### src/sv/etc_pkg.sv
package etc_pkg;

  localparam int unsigned BUFFER_BYTES = 32;
  localparam int unsigned MAX_RESULTS  = 64;
  localparam int unsigned QUEUE_DEPTH  = 2;

  localparam logic [17:0] BLOCK_LIMIT    = 18'h0FFFF;
  localparam logic [6:0]  BLOCK_BIT      = 7'b0000100;
  localparam logic [17:0] ONE_BYTE_LIMIT = 18'd2048;

  localparam logic [1:0] CFG_DEVICE_ADDRESS = 2'd0;
  localparam logic [1:0] CFG_MEMORY_SIZE    = 2'd1;
  localparam logic [1:0] CFG_PAGE_SIZE      = 2'd2;

  typedef struct packed {
    logic [6:0]  device_address;
    logic [17:0] memory_size;
    logic [7:0]  page_size;
  } cfg_t;

  // one classified request handed from front to back
  typedef struct packed {
    logic        is_write;
    logic        clipped;
    logic        multi_block;
    logic        two_bytes;
    logic [6:0]  device_address;
    logic [16:0] address;
    logic [8:0]  remaining;
    logic [8:0]  max_chunk;
    logic [8:0]  page;
    logic [7:0]  page_pos;
  } desc_t;

  typedef struct packed {
    logic valid;
    logic full;
  } queue_status_t;

  typedef enum logic [1:0] {
    F_IDLE,
    F_DIV,
    F_PUSH
  } front_state_e;

  typedef enum logic {
    B_IDLE,
    B_RUN
  } back_state_e;

endpackage

### src/sv/etc_front.sv
module etc_front (
  input  logic                    clk_i,
  input  logic                    rst_ni,
  input  etc_pkg::cfg_t           cfg_i,
  input  logic                    in_valid_i,
  output logic                    in_ready_o,
  input  logic                    mode_i,
  input  logic [16:0]             start_address_i,
  input  logic [8:0]              byte_count_i,
  input  etc_pkg::queue_status_t  queue_status_i,
  output logic                    push_o,
  output etc_pkg::desc_t          desc_o
);
  import etc_pkg::*;

  front_state_e state_q, state_d;
  desc_t        desc_q;
  logic [16:0]  div_sh_q;
  logic [4:0]   div_cnt_q;
  logic [7:0]   div_rem_q;

  logic        accept;
  logic [17:0] end_sum;
  logic        clip;
  logic [8:0]  clip_rem;
  logic [8:0]  remaining;
  logic [8:0]  page9;
  logic [8:0]  max_chunk;
  logic [8:0]  rem_shift;
  logic [8:0]  rem_sub;
  logic        div_done;

  assign accept = in_valid_i && in_ready_o;

  always_comb begin
    end_sum  = {1'b0, start_address_i} + {9'd0, byte_count_i};
    clip     = mode_i && (end_sum > cfg_i.memory_size);
    clip_rem = 9'd0;
    if ({1'b0, start_address_i} < cfg_i.memory_size) begin
      clip_rem = 9'(cfg_i.memory_size - {1'b0, start_address_i});
    end
    remaining = clip ? clip_rem : byte_count_i;
    page9     = (cfg_i.page_size == 8'd0) ? 9'd256 : {1'b0, cfg_i.page_size};
    max_chunk = 9'(BUFFER_BYTES);
    if (mode_i && (page9 < max_chunk)) begin
      max_chunk = page9;
    end
  end

  // restoring division step for start_address % page
  always_comb begin
    rem_shift = {div_rem_q, div_sh_q[16]};
    rem_sub   = rem_shift - desc_q.page;
  end

  assign div_done = (div_cnt_q == 5'd16);

  always_comb begin
    state_d = state_q;
    case (state_q)
      F_IDLE: begin
        if (accept && (remaining != 9'd0)) begin
          state_d = mode_i ? F_DIV : F_PUSH;
        end
      end
      F_DIV: begin
        if (div_done) begin
          state_d = F_PUSH;
        end
      end
      F_PUSH: begin
        if (!queue_status_i.full) begin
          state_d = F_IDLE;
        end
      end
      default: state_d = F_IDLE;
    endcase
  end

  always_comb begin
    in_ready_o = 1'b0;
    push_o     = 1'b0;
    case (state_q)
      F_IDLE:  in_ready_o = 1'b1;
      F_DIV:   push_o     = 1'b0;
      F_PUSH:  push_o     = !queue_status_i.full;
      default: push_o     = 1'b0;
    endcase
  end

  assign desc_o = desc_q;

  always_ff @(posedge clk_i or negedge rst_ni) begin
    if (!rst_ni) begin
      state_q <= F_IDLE;
    end else begin
      state_q <= state_d;
    end
  end

  always_ff @(posedge clk_i) begin
    if (accept) begin
      desc_q.is_write       <= mode_i;
      desc_q.clipped        <= clip;
      desc_q.multi_block    <= cfg_i.memory_size > BLOCK_LIMIT;
      desc_q.two_bytes      <= cfg_i.memory_size > ONE_BYTE_LIMIT;
      desc_q.device_address <= cfg_i.device_address;
      desc_q.address        <= start_address_i;
      desc_q.remaining      <= remaining;
      desc_q.max_chunk      <= max_chunk;
      desc_q.page           <= page9;
      desc_q.page_pos       <= 8'd0;
      div_sh_q              <= start_address_i;
      div_cnt_q             <= 5'd0;
      div_rem_q             <= 8'd0;
    end else if (state_q == F_DIV) begin
      div_sh_q  <= {div_sh_q[15:0], 1'b0};
      div_cnt_q <= div_cnt_q + 5'd1;
      if (rem_shift >= desc_q.page) begin
        div_rem_q <= rem_sub[7:0];
      end else begin
        div_rem_q <= rem_shift[7:0];
      end
      if (div_done) begin
        desc_q.page_pos <= (rem_shift >= desc_q.page) ? rem_sub[7:0] : rem_shift[7:0];
      end
    end
  end

endmodule

### src/sv/etc_queue.sv
module etc_queue (
  input  logic                   clk_i,
  input  logic                   rst_ni,
  input  logic                   push_i,
  input  etc_pkg::desc_t         push_data_i,
  input  logic                   pop_i,
  output etc_pkg::desc_t         pop_data_o,
  output etc_pkg::queue_status_t status_o
);
  import etc_pkg::*;

  localparam int unsigned PtrW = $clog2(QUEUE_DEPTH);

  desc_t             mem_q [QUEUE_DEPTH];
  logic [PtrW-1:0]   wptr_q, rptr_q;
  logic [PtrW:0]     count_q;

  assign status_o.valid = (count_q != '0);
  assign status_o.full  = (count_q == (PtrW+1)'(QUEUE_DEPTH));
  assign pop_data_o     = mem_q[rptr_q];

  always_ff @(posedge clk_i) begin
    if (push_i) begin
      mem_q[wptr_q] <= push_data_i;
    end
  end

  always_ff @(posedge clk_i or negedge rst_ni) begin
    if (!rst_ni) begin
      wptr_q  <= '0;
      rptr_q  <= '0;
      count_q <= '0;
    end else begin
      if (push_i) begin
        wptr_q <= (wptr_q == PtrW'(QUEUE_DEPTH - 1)) ? '0 : wptr_q + PtrW'(1);
      end
      if (pop_i) begin
        rptr_q <= (rptr_q == PtrW'(QUEUE_DEPTH - 1)) ? '0 : rptr_q + PtrW'(1);
      end
      case ({push_i, pop_i})
        2'b10:   count_q <= count_q + (PtrW+1)'(1);
        2'b01:   count_q <= count_q - (PtrW+1)'(1);
        default: count_q <= count_q;
      endcase
    end
  end

  a_no_overflow: assert property (@(posedge clk_i) disable iff (!rst_ni)
    status_o.full && !pop_i |-> !push_i)
    else $error("push into full queue");

endmodule

### src/sv/etc_back.sv
module etc_back (
  input  logic                   clk_i,
  input  logic                   rst_ni,
  input  etc_pkg::queue_status_t queue_status_i,
  input  etc_pkg::desc_t         desc_i,
  output logic                   pop_o,
  output logic                   out_valid_o,
  input  logic                   out_ready_i,
  output logic [16:0]            chunk_address_o,
  output logic [8:0]             chunk_offset_o,
  output logic [7:0]             chunk_length_o,
  output logic [6:0]             bus_address_o,
  output logic                   two_address_bytes_o,
  output logic                   is_write_o,
  output logic                   clipped_o,
  output logic                   last_o
);
  import etc_pkg::*;

  back_state_e state_q, state_d;
  desc_t       d_q;
  logic [16:0] addr_q;
  logic [8:0]  rem_q;
  logic [8:0]  off_q;
  logic [7:0]  pos_q;
  logic [5:0]  n_q;

  logic        out_valid_q;
  logic [16:0] chunk_address_q;
  logic [8:0]  chunk_offset_q;
  logic [7:0]  chunk_length_q;
  logic [6:0]  bus_address_q;
  logic        two_address_bytes_q;
  logic        is_write_q;
  logic        clipped_q;
  logic        last_q;

  logic        slot_free;
  logic        emit;
  logic [8:0]  amt_buf, room_pg, amt_pg, amt;
  logic [16:0] room_blk;
  logic [8:0]  rem_next;
  logic        last_c;
  logic [8:0]  pos_sum;
  logic [17:0] addr_sum;
  logic [6:0]  bus_c;

  assign slot_free = !out_valid_q || out_ready_i;

  always_comb begin
    amt_buf  = (rem_q < d_q.max_chunk) ? rem_q : d_q.max_chunk;
    room_pg  = d_q.page - {1'b0, pos_q};
    amt_pg   = (d_q.is_write && (room_pg < amt_buf)) ? room_pg : amt_buf;
    room_blk = 17'h10000 - {1'b0, addr_q[15:0]};
    amt      = (d_q.multi_block && (room_blk < {8'd0, amt_pg})) ? room_blk[8:0] : amt_pg;
    rem_next = rem_q - amt;
    last_c   = (rem_next == 9'd0) || (n_q == 6'(MAX_RESULTS - 1));
    pos_sum  = {1'b0, pos_q} + amt;
    addr_sum = {1'b0, addr_q} + {9'd0, amt};
    bus_c    = d_q.device_address | ((d_q.multi_block && addr_q[16]) ? BLOCK_BIT : 7'd0);
  end

  always_comb begin
    state_d = state_q;
    case (state_q)
      B_IDLE: begin
        if (queue_status_i.valid) begin
          state_d = B_RUN;
        end
      end
      B_RUN: begin
        if (slot_free && last_c) begin
          state_d = B_IDLE;
        end
      end
      default: state_d = B_IDLE;
    endcase
  end

  always_comb begin
    pop_o = 1'b0;
    emit  = 1'b0;
    case (state_q)
      B_IDLE:  pop_o = queue_status_i.valid;
      B_RUN:   emit  = slot_free;
      default: emit  = 1'b0;
    endcase
  end

  always_ff @(posedge clk_i or negedge rst_ni) begin
    if (!rst_ni) begin
      state_q     <= B_IDLE;
      out_valid_q <= 1'b0;
    end else begin
      state_q <= state_d;
      if (emit) begin
        out_valid_q <= 1'b1;
      end else if (out_ready_i) begin
        out_valid_q <= 1'b0;
      end
    end
  end

  always_ff @(posedge clk_i) begin
    if (pop_o) begin
      d_q    <= desc_i;
      addr_q <= desc_i.address;
      rem_q  <= desc_i.remaining;
      off_q  <= 9'd0;
      pos_q  <= desc_i.page_pos;
      n_q    <= 6'd0;
    end else if (emit) begin
      addr_q <= addr_sum[16:0];
      rem_q  <= rem_next;
      off_q  <= off_q + amt;
      // wrapping to address zero restarts the page
      pos_q  <= (addr_sum[17] || (pos_sum == d_q.page)) ? 8'd0 : pos_sum[7:0];
      n_q    <= n_q + 6'd1;
    end
    if (emit) begin
      chunk_address_q     <= addr_q;
      chunk_offset_q      <= off_q;
      chunk_length_q      <= amt[7:0];
      bus_address_q       <= bus_c;
      two_address_bytes_q <= d_q.two_bytes;
      is_write_q          <= d_q.is_write;
      clipped_q           <= d_q.clipped;
      last_q              <= last_c;
    end
  end

  assign out_valid_o         = out_valid_q;
  assign chunk_address_o     = chunk_address_q;
  assign chunk_offset_o      = chunk_offset_q;
  assign chunk_length_o      = chunk_length_q;
  assign bus_address_o       = bus_address_q;
  assign two_address_bytes_o = two_address_bytes_q;
  assign is_write_o          = is_write_q;
  assign clipped_o           = clipped_q;
  assign last_o              = last_q;

  a_nonzero_len: assert property (@(posedge clk_i) disable iff (!rst_ni)
    emit |-> (amt != 9'd0) && (amt <= d_q.max_chunk))
    else $error("transfer length out of range");

  a_last_ends_run: assert property (@(posedge clk_i) disable iff (!rst_ni)
    emit && last_c |=> state_q == B_IDLE)
    else $error("request not closed after last transfer");

  a_page_fits: assert property (@(posedge clk_i) disable iff (!rst_ni)
    emit && d_q.is_write |-> pos_sum <= d_q.page)
    else $error("write crosses a page line");

endmodule

### src/sv/eeprom_transfer_chunker_top.sv
// Serial EEPROM transfer chunker.
// Input channel (in_valid_i/in_ready_o) takes one read or write request:
// mode, start address and byte count. Output channel (out_valid_o/
// out_ready_i) gives one transaction per bus transfer, the last one marked.
// Configuration registers (device address, memory size, page size) are
// written through cfg_we_i/cfg_index_i/cfg_wdata_i; the user must do so only
// while the block is idle, which the block itself does not enforce. The front
// classifies a request (clip check, page offset) and hands it on through a
// two-entry queue to the back, which emits the transfers. Front: a write
// passes the bit-serial page-offset division (one quotient bit per cycle
// over 17 address bits) before it is pushed; a read skips it. Back: one
// transfer per cycle while the receiver keeps out_ready_i high.
// A stalled receiver holds the output register; the back stops, the queue
// fills and the front then holds off new requests.
// Reset empties the queue, drops any request in progress and loads the
// register defaults: address 80, size 32768, page 64.
module eeprom_transfer_chunker_top (
  input  logic        clk_i,
  input  logic        rst_ni,
  input  logic        cfg_we_i,
  input  logic [1:0]  cfg_index_i,
  input  logic [17:0] cfg_wdata_i,
  input  logic        in_valid_i,
  output logic        in_ready_o,
  input  logic        mode_i,
  input  logic [16:0] start_address_i,
  input  logic [8:0]  byte_count_i,
  output logic        out_valid_o,
  input  logic        out_ready_i,
  output logic [16:0] chunk_address_o,
  output logic [8:0]  chunk_offset_o,
  output logic [7:0]  chunk_length_o,
  output logic [6:0]  bus_address_o,
  output logic        two_address_bytes_o,
  output logic        is_write_o,
  output logic        clipped_o,
  output logic        last_o
);
  import etc_pkg::*;

  cfg_t          cfg_q;
  logic          push, pop;
  desc_t         push_desc, pop_desc;
  queue_status_t queue_status;

  always_ff @(posedge clk_i or negedge rst_ni) begin
    if (!rst_ni) begin
      cfg_q.device_address <= 7'd80;
      cfg_q.memory_size    <= 18'd32768;
      cfg_q.page_size      <= 8'd64;
    end else if (cfg_we_i) begin
      case (cfg_index_i)
        CFG_DEVICE_ADDRESS: cfg_q.device_address <= cfg_wdata_i[6:0];
        CFG_MEMORY_SIZE:    cfg_q.memory_size    <= cfg_wdata_i;
        CFG_PAGE_SIZE:      cfg_q.page_size      <= cfg_wdata_i[7:0];
        default:            cfg_q                <= cfg_q;
      endcase
    end
  end

  etc_front u_front (
    .clk_i,
    .rst_ni,
    .cfg_i          (cfg_q),
    .in_valid_i,
    .in_ready_o,
    .mode_i,
    .start_address_i,
    .byte_count_i,
    .queue_status_i (queue_status),
    .push_o         (push),
    .desc_o         (push_desc)
  );

  etc_queue u_queue (
    .clk_i,
    .rst_ni,
    .push_i      (push),
    .push_data_i (push_desc),
    .pop_i       (pop),
    .pop_data_o  (pop_desc),
    .status_o    (queue_status)
  );

  etc_back u_back (
    .clk_i,
    .rst_ni,
    .queue_status_i (queue_status),
    .desc_i         (pop_desc),
    .pop_o          (pop),
    .out_valid_o,
    .out_ready_i,
    .chunk_address_o,
    .chunk_offset_o,
    .chunk_length_o,
    .bus_address_o,
    .two_address_bytes_o,
    .is_write_o,
    .clipped_o,
    .last_o
  );

endmodule
### config.mk
export PLATFORM = sky130hd
export DESIGN_NAME = eeprom_transfer_chunker_top
export DESIGN_NICKNAME = d
export VERILOG_FILES = /design/src/sv/etc_pkg.sv /design/src/sv/etc_front.sv /design/src/sv/etc_queue.sv /design/src/sv/etc_back.sv /design/src/sv/eeprom_transfer_chunker_top.sv
export SDC_FILE = /design/constraint.sdc
export NUM_CORES = 1
export LEC_CHECK = 0
export BUFFER_PORTS_ARGS = -buffer_cell sky130_fd_sc_hd__buf_4
export CORE_UTILIZATION = 30
export CTS_BUF_LIST = sky130_fd_sc_hd__clkbuf_8
export CTS_CLUSTER_SIZE = 40
export DETAILED_ROUTE_END_ITERATION = 10
export GPL_ROUTABILITY_DRIVEN = 1
export GPL_TIMING_DRIVEN = 1
export HOLD_SLACK_MARGIN = 0.1
export SETUP_SLACK_MARGIN = 0.4
export SLEW_MARGIN = 15
export SYNTH_ARGS = -nofsm -noshare
export SYNTH_HDL_FRONTEND = slang
export SYNTH_SLANG_ARGS = --single-unit
export TNS_END_PERCENT = 1
### constraint.sdc
create_clock -name clk_i -period 11.45 [get_ports clk_i]
set_input_delay 0 -clock clk_i [delete_from_list [all_inputs] [get_ports clk_i]]
set_output_delay 0 -clock clk_i [all_outputs]
set_load 0.02 [all_outputs]
==> flow_metrics.tcl, run 1 <==
set metrics [dict create \
    die-area_um2 63820 \
    antenna_found_initial 1 \
    htree_levels 3 \
    overflow 0 \
    tightest_slew_ns 1.011 \
    setup_tns_ns 0 \
    p_leak_nw 9.082 \
    hold_ws_ns 0.1635 \
    fp.dieW_um 252.6 \
    cp.buffers_inverters 4 \
    final_area_um2 22670 \
    path_max_fanout 29 \
    start_util_pct 30.42 \
    regToRegStartpoint "u_back.d_q[8]" \
    root_buffer "clkbuf_8" \
    ys_seq_elements 383 \
    run_status "completed" \
    path_delay_family "compound AO/OA/AOI/OAI gates" \
    area_delta_synth_final_pct 20.30 \
    synth-edff-count 306 \
    ctsResizeCount 0 \
    wl_met3_um 2067 \
    place_area_um2 20570 \
    core-area_um2 61940 \
    avgSynthCellArea_um2 12.55 \
    fillCellCount 5997 \
    maxUsedRoutingLayer "met4" \
    slew-limit-headroom_pct 32.58 \
    grt_pass1_vias 12330 \
    critical_path_class "reg -> reg" \
    setup_viol 0 \
    cpPeakStageDelay_ns 0.80 \
    hpwl_um 33420 \
    nets 1898 \
    ys_types 72 \
    ys.flop_type "edfxtp_1" \
    cts_tree "built" \
    fin_crit_sh_pct 84.40 \
    clkLatencyLatePin_ns 0.62 \
    fin_cells 2599 \
    finalHoldViolCount 0 \
    cellPowerDensity_nw_per_um2 317.1 \
    maxSlewViolCount 0 \
    viasPerCell 4.683 \
    clockBufferDepth 3 \
    worstPathRequired_ns 11.78 \
    wl_met1_um 21100 \
    layout_setup_ws_ns 1.787 \
    cts_setup_buffers 0 \
    period_minus_slack_ns 9.663 \
    ys_seq_area_share_pct 58.06 \
    crit_arrival_ns 9.99 \
    vdd_ir_drop_max_mv 0.1382 \
    drive_above_1_share_pct 16.53 \
    clk_pin_slew_ns 0.06 \
    drc_errors 0 \
    grtUsageTotal_pct 14.61 \
    min_from "start_address_i[7]" \
    gp_congestion 0.9024 \
    wl_per_cell_um 17.67 \
    cpMostUsedCell "a21o_1" \
    wl_um 45930 \
    row_count 91 \
    place_ws_ns 1.881 \
    syn_area_um2 18840 \
    die_y_um 252.6 \
    numCtsBuffers 67 \
    netlist_instances 1501 \
    power_mw 7.188 \
    fmax_ghz 0.1035 \
    place_inst 2405 \
    io_buffers 98 \
    cts.sinks 383 \
    firstDrtPassIters 6 \
    antenna_left 0 \
    grt_pass1_wl_um 70970 \
    hold_class "in -> reg" \
    grt_max_degree 72 \
    first_iter_violations 850 \
    yosys_warnings 0 \
    fin_worst_skew_ns 0.03825 \
    startpoint_type "flip-flop" \
    cap_violations 0 \
    slowest_stage "a31o_1" \
    ios 99 \
    num_vias 12170 \
    post-route-util_pct 36.60 \
    critPathLaunch "u_back.d_q[8]" \
    end_kind "flip-flop" \
    ys_async_sr_fraction_pct 10.70 \
    wl_met2_um 21670 \
    rsz0062_at_grt "no" \
]
-- state kept, by name (all words and copies together), names as in the netlist, 6 cells and up --
name                    flops
u_queue.mem_q             126
u_front.desc_o             63
cfg_q                      33
u_back.d_q                 29
u_back.addr_q              17
u_back.chunk_address_o     17
u_front.div_sh_q           17
u_back.chunk_offset_o       9
u_back.off_q                9
u_back.rem_q                9
u_back.chunk_length_o       8
u_back.pos_q                8
u_front.div_rem_q           8
u_back.bus_address_o        7
u_back.n_q                  6
-- cells in the mapped netlist (4+ instances only) --
library cell	n	area (um2)
o31ai_1	4	30.03
o21a_1	12	90.09
a21oi_1	85	425.4
buf_1	5	18.77
dfxtp_1	36	720.7
nand2b_1	9	56.30
xnor2_1	50	437.9
nand4_1	18	112.6
nor2b_1	25	156.4
a211oi_1	18	135.1
mux2_2	69	777.0
dfstp_2	4	105.1
a21boi_0	8	60.06
a22o_1	12	105.1
and3_1	10	62.56
a21o_1	33	247.7
o22ai_1	4	25.02
o21ai_0	75	375.4
a31oi_1	6	37.54
nand3b_1	4	30.03
dfrtp_1	37	925.9
o32ai_1	7	61.31
nand3_1	22	110.1
clkbuf_1	37	138.9
ha_1	131	1639
nor4b_1	4	35.03
inv_1	119	446.7
xor2_1	34	297.8
or3_1	7	43.79
o21ai_1	4	20.02
o21bai_1	13	97.59
mux2i_1	36	360.4
nor3_1	16	80.08
edfxtp_1	306	9189
fa_1	8	160.2
o2111ai_1	5	43.79
nor2_1	78	292.8
and2_1	7	43.79
nand2_1	92	345.3
or4_1	5	37.54
nor4_1	6	37.54
-- worst paths after layout --
kind                            cells past startpoint                 endpoint  slack, ns
worst max-delay path                               38          u_back.pos_q[0]       1.79
worst min-delay path                                2       u_front.desc_o[42]       0.16
worst max register to register                     38          u_back.pos_q[0]       1.79
worst min register to register                      0  u_back.bus_address_o[1]       0.42
max in group asynchronous                           4           u_queue.rptr_q      10.68
min in group asynchronous                           3                cfg_q[30]       0.48
-- timing repair --
action | CTS | global route
setup endpoints to repair | 0 | 0
hold buffers | 70 | 0
hold endpoints to repair | 149 | 0
-- kinds of logic after synthesis --
| family | after synthesis | synth area share, % |
|---|---|---|
| fa+ha+maj | 139 | 9.548 |
| flops | 383 | 58.06 |
| xor+xnor | 88 | 4.389 |
| simple gates | 315 | 8.200 |
| compound gates | 306 | 10.41 |
| buf+inv | 163 | 3.267 |
| mux | 106 | 6.109 |
| other cells | 1 | 0.01990 |
-- metal layers --
| layer | up-vias | GRT usage, % |
|---|---|---|
| met5 | - | 0 |
| met2 | 271 | 24.05 |
| li1 | 5927 | - |
| met3 | 79 | 3.059 |
| met4 | 0 | 4.554 |
| met1 | 5893 | 19.17 |
-- layout by cell type (no fill, tap or decap), types with 34 or more instances in the layout --
cell type      instances
a21oi_1               85
buf_4                108
clkbuf_8              74
dfrtp_1               36
dfxtp_1               36
dlygate4sd3_1         69
edfxtp_1             306
ha_1                 131
inv_1                129
mux2_2                69
mux2i_1               36
nand2_1               92
nor2_1                76
o21ai_0               75
xnor2_1               50
xor2_1                34
-- where the power goes --
group	total, mW	leakage [nW]	internal (mW)	switching (mW)
registers	2.39	3.63	2.09	0.298
clock network	1.28	0.754	0.713	0.565
logic	3.52	4.69	1.52	2.00
-- cell type report --
class	count	area [um2]	share of cell area [%]
antenna	2	5.005	0.02208
timing repair buffer	178	1529	6.745
multi-input combinational	957	7327	32.32
tap	837	1047	4.620
sequential	383	10940	48.27
inverter	120	450.4	1.987
clock buffer	74	1018	4.493
clock inverter	48	350.3	1.545
-- worst reg2reg max path: cells and delay by family (launching register included) --
kind	cells	cell delay, ns
flops	1	0.41
fa+ha+maj	6	1.72
buf+inv	4	0.27
mux	1	0.44
compound gates	15	4.32
simple gates	10	1.86
xor+xnor	2	0.37
No activity file was read; power rests on OpenSTA's default activity.
==> run 2: changes to the inputs <==
Clock period 11.45 ns to 8.3 ns, I/O delays scaled along.
==> run 2 against run 1 <==
First-iteration DRC count shrank 1.4%. Hold slack lost 0.016 ns. Global-route usage grew 0.12 points. Maximum frequency grew 23%. Sequential share of layout area shrank 1.0 points. Design area grew 2.1%. Final cell count grew 1.6%. Largest power group unchanged. Utilization grew 0.78 points. Highest routed layer is now met5. Critical endpoint is now u_back.pos_q[2].
==> flow_metrics.tcl, run 2 (synthesis gave the netlist of run 1 again) <==
set metrics [dict create \
    layout_commonest_cell "edfxtp_1" \
    largest_register "u_queue.mem_q" \
    tightest_slew_ns 1.140 \
    wl_um 46850 \
    num_vias 12430 \
    end_kind "flip-flop" \
    core-area_um2 61940 \
    ios 99 \
    grt_pass1_wl_um 71390 \
    antenna_found_initial 3 \
    worstPathRequired_ns 8.65 \
    root_buffer "clkbuf_8" \
    slew-limit-headroom_pct 23.40 \
    cap_violations 0 \
    grtUsageTotal_pct 14.74 \
    crit_arrival_ns 8.21 \
    power_switching_mw 4.207 \
    setup_viol 0 \
    setup_tns_ns 0 \
    clockBufferDepth 3 \
    hold_ws_ns 0.1472 \
    largest_reg_flops 126 \
    die-area_um2 63820 \
    power_frac_comb_pct 52.4 \
    grt_max_degree 72 \
    path_max_fanout 8 \
    clk_pin_slew_ns 0.06 \
    htree_levels 3 \
    period_minus_slack_ns 7.864 \
    fin_worst_skew_ns 0.03384 \
    firstDrtPassIters 5 \
    post-route-util_pct 37.38 \
    first_iter_violations 838 \
    vdd_ir_drop_max_mv 0.2057 \
    p_sw_share_pct 40.24 \
    gp_congestion 0.8876 \
    hold_class "in -> reg" \
    maxSlewViolCount 0 \
    power_frac_seq_pct 31.3 \
    nets 1943 \
    cts.sinks 383 \
    startpoint_type "flip-flop" \
    grt_pass1_vias 12570 \
    area_delta_synth_final_pct 22.85 \
    rsz0062_at_grt "yes" \
    fmax_ghz 0.1272 \
    clock_power_share_pct 16.3 \
    reg2reg_slack_ns 0.44 \
    finalHoldViolCount 0 \
    wl_per_cell_um 17.75 \
    drive_above_1_share_pct 20.74 \
    final_cell_mix "306 x edfxtp_1, 149 x buf_4, 131 x inv_1, 125 x ha_1, 90 x nand2_1" \
    p_int_mw 6.247 \
    drc_errors 0 \
    cts_tree "built" \
    cpPeakStageDelay_ns 0.49 \
    hpwl_um 34170 \
    io_buffers 98 \
    clkLatencyLatePin_ns 0.65 \
    numCtsBuffers 66 \
    run_status "completed" \
    die_y_um 252.6 \
    overflow 0 \
    critical_path_class "reg -> reg" \
    slowest_stage "edfxtp_1" \
    start_util_pct 30.42 \
    n_antenna_cell 0 \
    row_count 91 \
    fin_crit_sh_pct 94.75 \
    viasPerCell 4.708 \
    antenna_left 0 \
    fp.dieW_um 252.6 \
    cellPowerDensity_nw_per_um2 451.6 \
    p_leak_nw 9.291 \
]
==> run 2: cell count changes in the layout (fill, tap and decap cells not counted), moves of 4 or more <==
cell	previous run	this run
clkinv_1	18	11
a21oi_1	85	77
clkinvlp_4	0	4
o21ai_2	0	4
a21oi_2	0	7
ha_1	131	125
o21ai_0	75	70
buf_4	108	149
==> run 2: cell type report <==
| type | instances | area (um2) |
|---|---|---|
| flip-flops and latches | 383 | 10940 |
| fillers | 5997 | 38790 |
| well taps | 837 | 1047 |
| repair buffers | 224 | 1894 |
| clock buffers | 71 | 977.2 |
| multi-input cells | 957 | 7511 |
| clock inverters | 48 | 329.1 |
| inverters | 120 | 450.4 |
==> run 2: through the flow <==
stage,setup WS [ns],total power [mW],area [um2],cells
2_1_floorplan,0.4516,6.784,18870,1503
3_3_place_gp,0.2704,8.288,20810,2434
3_5_place_dp,0.1211,8.374,20810,2434
4_1_cts,0.4011,10.27,22950,2632
5_1_grt,0.003192,11.25,23150,2640
6_report,0.4355,10.45,23150,2640
==> run 2: power groups by stage <==
stage	clock [mW]	combinational (mW)	sequential, mW
2_1_floorplan	0	3.59	3.20
3_3_place_gp	0	4.99	3.29
3_5_place_dp	0	5.07	3.31
4_1_cts	1.75	5.25	3.27
5_1_grt	1.84	6.09	3.32
6_report	1.70	5.48	3.27
==> run 2: final timing paths <==
kind | start | endpoint | depth (start not counted)
max | u_back.rem_q[4] | u_back.pos_q[2] | 36
min | cfg_wdata_i[7] | cfg_q[15] | 3
max reg2reg | u_back.rem_q[4] | u_back.pos_q[2] | 36
min reg2reg | u_back.d_q[57] | u_back.bus_address_o[5] | 0
max in group asynchronous | rst_ni | u_queue.rptr_q | 4
min in group asynchronous | rst_ni | cfg_q[23] | 3
==> run 2: critical path, delay by kind of cell (launching register included) <==
family | cells | cell delay [ns]
compound gates | 12 | 2.50
simple gates | 11 | 1.96
fa+ha+maj | 5 | 1.33
buf+inv | 5 | 0.62
flops | 1 | 0.49
xor+xnor | 2 | 0.47
mux | 1 | 0.21
==> run 2: metal layers <==
| layer | track usage (%) | vias to the layer above | part of all wire, % |
|---|---|---|---|
| met2 | 23.61 | 338 | 46 |
| met4 | 6.303 | 4 | 3.8 |
| met3 | 3.347 | 104 | 5.4 |
| met5 | 0 | - | 0.13 |
| met1 | 19.05 | 5966 | 45 |
| li1 | - | 6016 | - |
==> run 2: timing repair <==
| item | 4_1_cts | 5_1_grt |
|---|---|---|
| resized for setup | 14 | 35 |
| endpoints found under the hold margin | 149 | 0 |
| endpoints found under the setup margin | 14 | 21 |
| hold buffers | 72 | 0 |
| buffers inserted | 7 | 8 |
| pin swaps | 9 | 19 |
==> run 3: changes to the inputs <==
--- a/config.mk
+++ b/config.mk
@@ -13,3 +13,2 @@
 export GPL_ROUTABILITY_DRIVEN = 1
-export GPL_TIMING_DRIVEN = 1
 export HOLD_SLACK_MARGIN = 0.1
==> constraint.sdc (replaced) <==
create_clock -name clk_i -period 8.3 [get_ports clk_i]
set_input_delay 1.66 -clock clk_i [delete_from_list [all_inputs] [get_ports clk_i]]
set_output_delay 1.66 -clock clk_i [all_outputs]
set_load 0.02 [all_outputs]
==> run 3 against run 2 <==
Clock power is 3% lower. Global-route usage is 0.36 points lower. Register-to-register slack gained 0.05 ns. Routed wire length shrank 1.6%. Combinational power grew 3.6%. Total power rose by 1.5%. Count of clock-buffer cells in the layout stayed put. Flip-flop and latch count did not move. Clock skew rose by 0.0045 ns. Die area unchanged.
==> flow_metrics.tcl, run 3 (synthesis gave the netlist of run 1 again) <==
set metrics [dict create \
    run_status "completed" \
    path_max_fanout 8 \
    hold_class "reg -> reg" \
    num_vias 12110 \
    cap_violations 0 \
    finalHoldViolCount 0 \
    antenna_found_initial 0 \
    end_kind "flip-flop" \
    drive_above_1_share_pct 22.34 \
    fmax_ghz 0.1280 \
    grtUsageTotal_pct 14.37 \
    cts_hold_buffers 0 \
    htree_levels 2 \
    first_iter_violations 830 \
    nets 1871 \
    place_ws_ns 0.2039 \
    vdd_ir_drop_max_mv 0.2389 \
    die-area_um2 63820 \
    clkLatencyLatePin_ns 0.68 \
    row_count 91 \
    fin_crit_sh_pct 94.14 \
    gp_congestion 0.8817 \
    ios 99 \
    largest_reg_flops 126 \
    wl_per_cell_um 17.95 \
    p_leak_nw 9.049 \
    cts_tree "built" \
    crit_arrival_ns 8.18 \
    final_cell_mix "306 x edfxtp_1, 152 x buf_4, 134 x inv_1, 121 x ha_1, 89 x nand2_1" \
    hpwl_um 34170 \
    drc_errors 0 \
    fp.dieW_um 252.6 \
    firstDrtPassIters 5 \
    critical_path_class "reg -> reg" \
    io_buffers 98 \
    die_y_um 252.6 \
    worstPathRequired_ns 8.67 \
    viasPerCell 4.715 \
    clockBufferDepth 3 \
    root_buffer "clkbuf_8" \
    wl_um 46110 \
    layout_commonest_cell "edfxtp_1" \
    grt_pass1_vias 12130 \
    startpoint_type "flip-flop" \
    cpPeakStageDelay_ns 0.55 \
    largest_register "u_queue.mem_q" \
    cts.sinks 383 \
    core-area_um2 61940 \
    overflow 0 \
    grt_pass1_wl_um 70180 \
    tightest_slew_ns 0.9772 \
    n_antenna_cell 0 \
    slew-limit-headroom_pct 33.96 \
    cellPowerDensity_nw_per_um2 469.8 \
    fin_worst_skew_ns 0.03839 \
    rsz0062_at_grt "yes" \
    layout_setup_ws_ns 0.4866 \
    slowest_stage "or4_4" \
    clk_pin_slew_ns 0.06 \
    area_delta_synth_final_pct 19.82 \
    start_util_pct 30.42 \
    numCtsBuffers 61 \
    grt_max_degree 72 \
    maxSlewViolCount 0 \
    setup_viol 0 \
    period_minus_slack_ns 7.813 \
    antenna_left 0 \
    setup_tns_ns 0 \
]
==> run 3: stage by stage <==
| step | utilization (%) | instance area [um2] | power [mW] | cells | hold WS [ns] |
|---|---|---|---|---|---|
| 3_5_place_dp | 33.59 | 20810 | 8.372 | 2434 | 0.4090 |
| 6_report | 36.45 | 22580 | 10.61 | 2569 | 0.4220 |
| 4_1_cts | 35.75 | 22150 | 10.14 | 2553 | 0.4220 |
| 2_1_floorplan | - | 18870 | 6.784 | 1503 | 0.4003 |
| 3_3_place_gp | 33.59 | 20810 | 8.282 | 2434 | 0.4042 |
| 5_1_grt | 36.45 | 22580 | 11.39 | 2569 | 0.4327 |
==> run 3: worst max-delay path: cells and delay by family (launching register included) <==
kind | cells | cell delay, ns
compound gates | 11 | 2.27
simple gates | 11 | 2.02
fa+ha+maj | 6 | 1.60
buf+inv | 7 | 0.64
xor+xnor | 3 | 0.59
flops | 1 | 0.38
==> run 3: path summary, 6_finish.rpt <==
kind / start / end / slack [ns] / cells after the start
setup / recovery: u_back.d_q[8] / u_back.pos_q[4] / 0.49 / 38
hold / removal: u_back.d_q[56] / u_back.bus_address_o[4] / 0.42 / 0
setup reg to reg: u_back.d_q[8] / u_back.pos_q[4] / 0.49 / 38
hold reg to reg: u_back.d_q[56] / u_back.bus_address_o[4] / 0.42 / 0
max in group asynchronous: rst_ni / u_queue.rptr_q / 6.80 / 1
min in group asynchronous: rst_ni / cfg_q[8] / 1.01 / 1
==> run 3: final cells by class <==
type	instances	area, um2
Fill cell	6088	39360
Sequential cell	383	10940
Multi-Input combinational cell	957	7660
Timing Repair Buffer	157	1210
Tap cell	837	1047
Clock buffer	71	977.2
Inverter	120	450.4
Clock inverter	44	292.8
==> run 3: power breakdown <==
part | leakage (nW) | switching (mW) | internal, mW
Combinational | 4.69 | 3.06 | 2.62
Sequential | 3.63 | 0.387 | 2.89
Clock | 0.726 | 0.771 | 0.882
==> run 3: repair_timing <==
action	in CTS	in global routing
resized for setup	11	58
endpoints found under the setup margin	13	20
pin swaps	6	40
setup buffers	4	16
==> run 3: layer usage <==
layer	wire, um	part of all wire, %	vias up	GRT usage, %
met4	1778	3.9	0	6.165
met2	21030	46	310	23.05
met3	2315	5.0	94	2.194
li1	-	-	5876	-
met5	0	0	-	0
met1	20990	46	5832	19.25
